File: src/rtl/core/sorted_timer_event_queue_macros.svh
// Assertion macros shared by the timer event queue RTL.
// Depends on nothing; the including module provides clk and arst_n.
`ifndef SORTED_TIMER_EVENT_QUEUE_MACROS_SVH
`define SORTED_TIMER_EVENT_QUEUE_MACROS_SVH

// Checked only while out of reset.
`define STQ_ASSERT(lbl, prop, msg) \
	lbl: assert property (@(posedge clk) disable iff (!arst_n) prop) else $error(msg);

// Checked at every edge, reset included.
`define STQ_ASSERT_ALWAYS(lbl, prop, msg) \
	lbl: assert property (@(posedge clk) prop) else $error(msg);

`endif

File: src/rtl/core/stq_pkg.sv
// Package of the timer event queue: sizes, codes, word types, helpers.
// Used by the channel interfaces and the top level.
`timescale 1ns / 1ps
package stq_pkg;
	localparam int NUM_SLOTS = 16;
	localparam int TIME_BITS = 48;
	localparam int SLOT_W    = $clog2(NUM_SLOTS);
	localparam int CNT_W     = SLOT_W + 1;

	typedef logic [TIME_BITS-1:0] time_t;

	typedef enum logic [1:0] {
		OP_ADD    = 2'd0,
		OP_CANCEL = 2'd1,
		OP_TICK   = 2'd2,
		OP_RSVD   = 2'd3
	} op_t;

	typedef enum logic [1:0] {
		MODE_REL      = 2'd0,
		MODE_ABS      = 2'd1,
		MODE_PERIODIC = 2'd2,
		MODE_RSVD     = 2'd3
	} mode_t;

	typedef enum logic [1:0] {
		ST_OK        = 2'd0,
		ST_BAD_VALUE = 2'd1,
		ST_NOT_FOUND = 2'd2,
		ST_RSVD      = 2'd3
	} stat_code_t;

	typedef enum logic {
		KIND_FIRED    = 1'b0,
		KIND_COMPLETE = 1'b1
	} kind_t;

	typedef enum logic [2:0] {
		S_IDLE,
		S_OP,
		S_SCAN,
		S_FIRE,
		S_DONE
	} state_t;

	typedef struct packed {
		logic [1:0]  op;
		logic [3:0]  slot_id;
		logic [1:0]  timer_mode;
		logic [47:0] period_or_time;
		logic        has_hook;
		logic [47:0] now;
	} in_word_t;

	typedef struct packed {
		logic        kind;
		logic [3:0]  fired_slot;
		logic [1:0]  status;
		logic        deadline_valid;
		logic [47:0] deadline_delay;
		logic        last;
	} out_word_t;

	typedef struct packed {
		time_t expiry;
		time_t period;
		logic  periodic;
	} slot_entry_t;

	function automatic time_t fix_zero(input time_t t);
		fix_zero = (t == '0) ? time_t'(1) : t;
	endfunction
endpackage

File: src/rtl/core/stq_in_if.sv
// Input channel of the timer event queue: valid, ready and one request word.
// Depends on stq_pkg.
`timescale 1ns / 1ps
interface stq_in_if import stq_pkg::*; ();
	logic     valid;
	logic     ready;
	in_word_t data;
	modport source (output valid, output data, input ready);
	modport sink (input valid, input data, output ready);
endinterface

File: src/rtl/core/stq_out_if.sv
// Output channel of the timer event queue: valid, ready and one result word.
// Depends on stq_pkg.
`timescale 1ns / 1ps
interface stq_out_if import stq_pkg::*; ();
	logic      valid;
	logic      ready;
	out_word_t data;
	modport source (output valid, output data, input ready);
	modport sink (input valid, input data, output ready);
endinterface

File: src/rtl/core/sorted_timer_event_queue.sv
// Top level of the timer event queue: slot memory, scan engine, result register.
// Depends on stq_pkg, stq_in_if, stq_out_if and the assertion macro header.
//
// Each request word is taken only while the block is idle. Slot times live in a
// memory with one write port and one registered read port, read slot by slot in
// each scan. An add, cancel or unused operation runs one scan; a tick runs one
// scan per fired slot, one that finds nothing more to fire and one for the final
// deadline. Each result word waits while the previous one has not been taken.
// The result register lets the block accept the next word while the completion
// is still waiting to be taken.
`timescale 1ns / 1ps
`include "sorted_timer_event_queue_macros.svh"
module sorted_timer_event_queue import stq_pkg::*; (
	input  logic          clk,
	input  logic          arst_n,
	stq_in_if.sink        req,
	stq_out_if.source     rsp
);
	state_t                 state_q, state_d;
	in_word_t               req_q;
	logic [NUM_SLOTS-1:0]   armed_q, fired_q;
	logic [CNT_W-1:0]       cnt_q;
	logic                   rd_v_s1;
	logic [SLOT_W-1:0]      rd_idx_s1;
	slot_entry_t            rdata_s1;
	slot_entry_t            mem [NUM_SLOTS];
	logic                   final_q, best_found_q;
	logic [SLOT_W-1:0]      best_idx_q;
	slot_entry_t            best_q;
	stat_code_t             status_q, status_d;
	logic                   out_v_q;
	out_word_t              out_q;

	logic                   issue, scan_done, slot_free, take, hit, in_range;
	logic                   start_scan, final_d, do_fire, load_done, op_exec;
	logic                   mem_we, consider;
	logic [SLOT_W-1:0]      mem_waddr, req_slot;
	slot_entry_t            mem_wdata;
	time_t                  add_exp;

	assign req_slot  = req_q.slot_id[SLOT_W-1:0];
	assign in_range  = 32'(req_q.slot_id) < NUM_SLOTS;
	assign issue     = (state_q == S_SCAN) && (32'(cnt_q) < NUM_SLOTS);
	assign scan_done = (state_q == S_SCAN) && !issue && !rd_v_s1;
	assign slot_free = !out_v_q || rsp.ready;
	assign take      = req.valid && req.ready;
	assign hit       = best_found_q && (best_q.expiry < req_q.now);
	assign consider  = rd_v_s1 && armed_q[rd_idx_s1] && (final_q || !fired_q[rd_idx_s1]);
	assign add_exp   = fix_zero((req_q.timer_mode == MODE_ABS) ? req_q.period_or_time
		: time_t'(req_q.period_or_time + req_q.now));

	always_comb begin
		state_d    = state_q;
		start_scan = 1'b0;
		final_d    = final_q;
		do_fire    = 1'b0;
		load_done  = 1'b0;
		op_exec    = 1'b0;
		status_d   = ST_OK;
		mem_we     = 1'b0;
		mem_waddr  = req_slot;
		mem_wdata  = '{expiry: add_exp, period: req_q.period_or_time,
			periodic: (req_q.timer_mode == MODE_PERIODIC)};
		unique case (state_q)
			S_IDLE: begin
				if (take) begin
					state_d = S_OP;
				end
			end
			S_OP: begin
				op_exec    = 1'b1;
				start_scan = 1'b1;
				final_d    = (req_q.op != OP_TICK);
				state_d    = S_SCAN;
				unique case (op_t'(req_q.op))
					OP_ADD: begin
						if (!req_q.has_hook || !in_range) begin
							status_d = ST_BAD_VALUE;
						end else begin
							mem_we = 1'b1;
						end
					end
					OP_CANCEL: begin
						if (!in_range) begin
							status_d = ST_BAD_VALUE;
						end else if (!armed_q[req_slot]) begin
							status_d = ST_NOT_FOUND;
						end
					end
					OP_TICK: status_d = ST_OK;
					default: status_d = ST_BAD_VALUE;
				endcase
			end
			S_SCAN: begin
				if (scan_done) begin
					if (final_q) begin
						state_d = S_DONE;
					end else if (hit) begin
						state_d = S_FIRE;
					end else begin
						start_scan = 1'b1;
						final_d    = 1'b1;
					end
				end
			end
			S_FIRE: begin
				if (slot_free) begin
					do_fire    = 1'b1;
					mem_we     = best_q.periodic;
					mem_waddr  = best_idx_q;
					mem_wdata  = '{expiry: fix_zero(time_t'(req_q.now + best_q.period)),
						period: best_q.period, periodic: 1'b1};
					start_scan = 1'b1;
					state_d    = S_SCAN;
				end
			end
			S_DONE: begin
				if (slot_free) begin
					load_done = 1'b1;
					state_d   = S_IDLE;
				end
			end
			default: state_d = S_IDLE;
		endcase
	end

	assign req.ready = (state_q == S_IDLE);
	assign rsp.valid = out_v_q;
	assign rsp.data  = out_q;

	always_ff @(posedge clk) begin
		if (mem_we) begin
			mem[mem_waddr] <= mem_wdata;
		end
		rdata_s1 <= mem[cnt_q[SLOT_W-1:0]];
	end

	always_ff @(posedge clk or negedge arst_n) begin
		if (!arst_n) begin
			state_q      <= S_IDLE;
			armed_q      <= '0;
			fired_q      <= '0;
			cnt_q        <= '0;
			rd_v_s1      <= 1'b0;
			final_q      <= 1'b0;
			best_found_q <= 1'b0;
			out_v_q      <= 1'b0;
		end else begin
			state_q <= state_d;
			final_q <= final_d;
			rd_v_s1 <= issue;
			if (issue) begin
				cnt_q <= cnt_q + CNT_W'(1);
			end
			if (consider && (!best_found_q || rdata_s1.expiry < best_q.expiry)) begin
				best_found_q <= 1'b1;
			end
			if (start_scan) begin
				cnt_q        <= '0;
				best_found_q <= 1'b0;
			end
			if (op_exec) begin
				fired_q <= '0;
				if (req_q.op == OP_ADD && status_d == ST_OK) begin
					armed_q[req_slot] <= 1'b1;
				end
				if (req_q.op == OP_CANCEL && status_d == ST_OK) begin
					armed_q[req_slot] <= 1'b0;
				end
			end
			if (do_fire) begin
				fired_q[best_idx_q] <= 1'b1;
				armed_q[best_idx_q] <= best_q.periodic;
			end
			if (do_fire || load_done) begin
				out_v_q <= 1'b1;
			end else if (rsp.ready) begin
				out_v_q <= 1'b0;
			end
		end
	end

	always_ff @(posedge clk) begin
		if (take) begin
			req_q <= req.data;
		end
		rd_idx_s1 <= cnt_q[SLOT_W-1:0];
		if (op_exec) begin
			status_q <= status_d;
		end
		if (consider && (!best_found_q || rdata_s1.expiry < best_q.expiry)) begin
			best_idx_q <= rd_idx_s1;
			best_q     <= rdata_s1;
		end
		if (do_fire) begin
			out_q <= '{kind: KIND_FIRED, fired_slot: 4'(best_idx_q), status: ST_OK,
				deadline_valid: 1'b0, deadline_delay: '0, last: 1'b0};
		end else if (load_done) begin
			out_q <= '{kind: KIND_COMPLETE, fired_slot: '0, status: status_q,
				deadline_valid: best_found_q,
				deadline_delay: (best_found_q && best_q.expiry > req_q.now)
					? 48'(best_q.expiry - req_q.now) : '0,
				last: 1'b1};
		end
	end

	`STQ_ASSERT(a_accept_goes_op, take |=> (state_q == S_OP), "accepted word not executed")
	`STQ_ASSERT(a_fire_once, do_fire |-> !fired_q[best_idx_q], "slot fired twice in one tick")
	`STQ_ASSERT(a_fire_expired, do_fire |-> (best_q.expiry < req_q.now), "fired unexpired slot")
	`STQ_ASSERT_ALWAYS(a_read_in_scan, rd_v_s1 |-> (state_q == S_SCAN), "read outside scan")
endmodule

File: src/flat_wrapper.sv
// flat-port wrapper written by rule: the top's interface ports become plain ports
module sorted_timer_event_queue_flat import stq_pkg::*;
  (clk, arst_n, req_valid, req_data, req_ready, rsp_valid, rsp_data, rsp_ready);
  stq_in_if req_i ();
  stq_out_if rsp_i ();
  input  logic clk;
  input  logic arst_n;
  input wire logic [$bits(req_i.valid)-1:0] req_valid;
  input wire logic [$bits(req_i.data)-1:0] req_data;
  output wire logic [$bits(req_i.ready)-1:0] req_ready;
  output wire logic [$bits(rsp_i.valid)-1:0] rsp_valid;
  output wire logic [$bits(rsp_i.data)-1:0] rsp_data;
  input wire logic [$bits(rsp_i.ready)-1:0] rsp_ready;
  assign req_i.valid = req_valid;
  assign req_i.data = req_data;
  assign req_ready = req_i.ready;
  assign rsp_valid = rsp_i.valid;
  assign rsp_data = rsp_i.data;
  assign rsp_i.ready = rsp_ready;
  sorted_timer_event_queue u_core (.clk(clk), .arst_n(arst_n), .req(req_i), .rsp(rsp_i));
endmodule
File: config.mk
export PLATFORM = sky130hd
export DESIGN_NAME = sorted_timer_event_queue_flat
export DESIGN_NICKNAME = d
export VERILOG_FILES = /design/src/rtl/core/stq_pkg.sv /design/src/rtl/core/stq_in_if.sv /design/src/rtl/core/stq_out_if.sv /design/src/rtl/core/sorted_timer_event_queue.sv /design/src/flat_wrapper.sv
export VERILOG_INCLUDE_DIRS = /design/src /design/src/rtl/core
export SDC_FILE = /design/constraint.sdc
export NUM_CORES = 2
export LEC_CHECK = 0
export BUFFER_PORTS_ARGS = -buffer_cell sky130_fd_sc_hd__buf_2
export CAP_MARGIN = 15
export CORE_AREA = 10 10 408 509
export DETAILED_ROUTE_END_ITERATION = 10
export DIE_AREA = 0 0 418 519
export PLACE_DENSITY_LB_ADDON = 0.2
export SYNTH_ARGS = -nofsm -noshare
export SYNTH_HDL_FRONTEND = slang
export SYNTH_SLANG_ARGS = --single-unit
export TNS_END_PERCENT = 5
File: constraint.sdc
create_clock -name clk -period 9.1 [get_ports clk]
set_clock_uncertainty 0.1 [all_clocks]
set_input_delay 0.455 -clock clk [delete_from_list [all_inputs] [get_ports clk]]
set_output_delay 0.455 -clock clk [all_outputs]
set_load 0.03 [all_outputs]
==> impl_metrics.toml <==
[global_routing]
grt_pass1_vias = 46400
grt_pass1_wl_um = 331000
gr-total-overflow = 0
grt_max_degree = 142
grt_usage_pct = 20.9
antenna_found_initial = 12

[clock_tree]
root_buffer = "clkbuf_16"
cts_tree = "yes"
cts_buffer_depth = 3
cts_resized = 0
clock-sinks = 1961
numCtsBuffers = 195
worstSkewPairLatency_ns = 0.86
path_clk_slew_ns = 0.07
h-tree-depth = 4

[routing]
drt_pass1_iterations = 6
drt-total-wl_um = 230000
dr.first_iter.drc_count = 4677
drc = 0
via_count = 45800
top_layer = "met5"
wl_per_cell_um = 29.1
wl_met3_um = 13100
dr_wl_met2_um = 112000
met1_length_um = 98900
avgViaCountPerCell = 5.80
ant_nets = 0

[yosys]
netlist_instances = 4797
synth_commonest_cells = "edfxtp_1, mux4_2, nand2_1"
synth_area_leader_cell = "edfxtp_1"
yosys.cell_count.top_type = "edfxtp_1"
ys_warn_count = 0
yosysUniqueCellTypes = 92
ys_seq_area_share_pct = 69.3
synth_edf_count = 1764
synth-seq-cells = 1961
synth_area_leaders = "edfxtp_1, mux4_2, dfxtp_1"
syn_area_um2 = 82500
syn_nets = 5099
ys.flop_type = "edfxtp_1"
async_reset_ff_share_pct = 2.24
synth_top_area_share_pct = 64.2
syn_avg_cell_area_um2 = 17.2

[timing]
rsz0062_at_grt = "no"
fmax_mhz = 170
drv_slew = 0
fin_ws_ns = 3.21
relSlewSlack_pct = 15.7
hold_viol_final = 0
finalSetupViolCount = 0
period_share_pct = 64.7
tightest_slew_ns = 1.26
setup_tns_ns = 0
min_period_ns = 5.89

[setup_path]
required_ns = 9.55
end_kind = "register"
critPathMaxFanout = 16
crit_arrival_ns = 6.34
startpoint_type = "register"
r2r_slack_ns = 3.21
worst-setup-path-type = "reg -> reg"

[run]
cap_viol_max_count = 0

[floorplan]
core_um2 = 198000
die_h_um = 519
start_util_pct = 41.7
design.die.area_um2 = 217000
pin_count = 168
die_w_um = 418
rows = 183

[place]
place_congestion = 0.916
placed_area_um2 = 86700
place_hpwl_um = 135000
io_buffers = 167
place_inst = 7408
place_ws_ns = 3.21

[cells_and_area]
drive_above_1_share_pct = 21.0
final_area_um2 = 94500
finalNonFillerCells = 7892
nets = 5433
area_delta_synth_final_pct = 14.7

[pwr]
p_leak_nw = 31.9
power_density_nw_per_um2 = 314
ir_drop_mv = 0.214

[worst_hold_path]
holdCritPathClass = "in -> async"

[status]
status = "finished, final reports clean"
-- report_power, final --
part | internal (mW) | switching, mW | total, mW
combinational | 3.37 | 5.43 | 8.81
clock | 4.91 | 3.46 | 8.37
sequential | 11.9 | 0.612 | 12.5
-- path summary, 6_finish.rpt --
check	startpoint	to	cells after the start
max in group asynchronous	arst_n	u_core.cnt_q[2]	3
min	arst_n	u_core.armed_q[0]	3
min reg2reg	u_core.rdata_s1[38]	u_core.best_q[38]	0
min in group clk	req_data[102]	u_core.req_slot[3]	2
max	u_core.req_q[49]	u_core.mem[12][49]	14
max reg2reg	u_core.req_q[49]	u_core.mem[12][49]	14
-- cell usage in the layout (no fill, tap or decap), types with 23 or more instances in the layout --
master and instances:
edfxtp_1 1764, mux4_2 498, nand2_1 383, a21oi_1 232
clkbuf_16 199, ha_1 190, buf_2 167, nor2_1 163
dfxtp_1 153, inv_1 146, o21ai_0 134, dlygate4sd3_1 109
a21o_1 107, xnor2_1 67, nand3_1 58, buf_4 57
clkbuf_1 52, nor3_1 43, xor2_1 42, nand4_1 41
dfrtp_1 40, o21a_1 30, nor2b_1 29, nand2b_1 29
o21ai_1 29, and3_1 25, bufinv_16 25, clkinv_2 25
a211oi_1 24, a31oi_1 24, mux2i_1 23
-- what timing repair did --
item,CTS,global route
setup buffers,0,0
hold buffers,109,0
endpoints found under the hold margin,162,0
-- logic make-up (layout without fill, tap and decap cells) --
group | after synthesis | in the layout | synth area share, %
buf+inv | 364 | 867 | 1.68
fa+ha+maj | 193 | 193 | 2.96
simple gates | 892 | 892 | 5.05
other cells | 0 | 2 | 0
xor+xnor | 109 | 109 | 1.16
mux | 541 | 541 | 14.2
flops | 1961 | 1961 | 69.3
compound gates | 737 | 737 | 5.71
-- through the flow --
step,hold WS [ns],util [%],total power [mW]
floorplan,0.0594,-,18.4
global placement,0.286,43.8,21.4
detailed placement,0.290,43.8,21.5
CTS,0.0731,47.8,29.9
global route,0.151,47.8,31.0
finish,0.130,47.8,29.7
-- state kept, by name (all words and copies together), names as in the netlist --
name                 flops
u_core.rdata_s1         97
u_core.req_q           101
u_core.fired_q          16
u_core.state_q           3
u_core.status_q          2
u_core.armed_q          16
u_core.rsp.valid         1
u_core.req_slot          4
u_core.final_q           1
u_core.rd_v_s1           1
u_core.mem            1552
u_core.rd_idx_s1         4
u_core.cnt_q             5
u_core.best_q           97
u_core.best_idx_q        4
u_core.best_found_q      1
u_core.rsp.data         56
-- cell type report --
cell class	count	area, µm²
Fill cell	16700	103000
Sequential cell	1961	57100
Multi-Input combinational cell	2472	24100
Clock buffer	271	5450
Tap cell	2590	3240
Timing Repair Buffer	354	2760
Clock inverter	95	1280
Inverter	147	552
Antenna cell	2	5.00
-- worst max-delay path: stages, from the launching register on --
cell      delay, ns
edfxtp_1       0.47
ha_1           0.25
fa_1           0.44
a21oi_1        0.28
o211ai_1       0.27
nand3_1        0.30
o211ai_1       0.32
o211ai_1       0.57
nor4b_1        0.31
nor3_1         0.20
nor4b_1        0.65
nand4_1        0.21
nor3_1         0.43
nand4_1        0.24
a22oi_2        0.56
-- routing by layer --
layer / GRT usage (%) / vias to the layer above
met5: 0 / -
met4: 5.36 / 8
met3: 3.01 / 314
met2: 34.3 / 1464
met1: 29.3 / 24100
li1: - / 19800
Power figures use the tool's default switching activity.
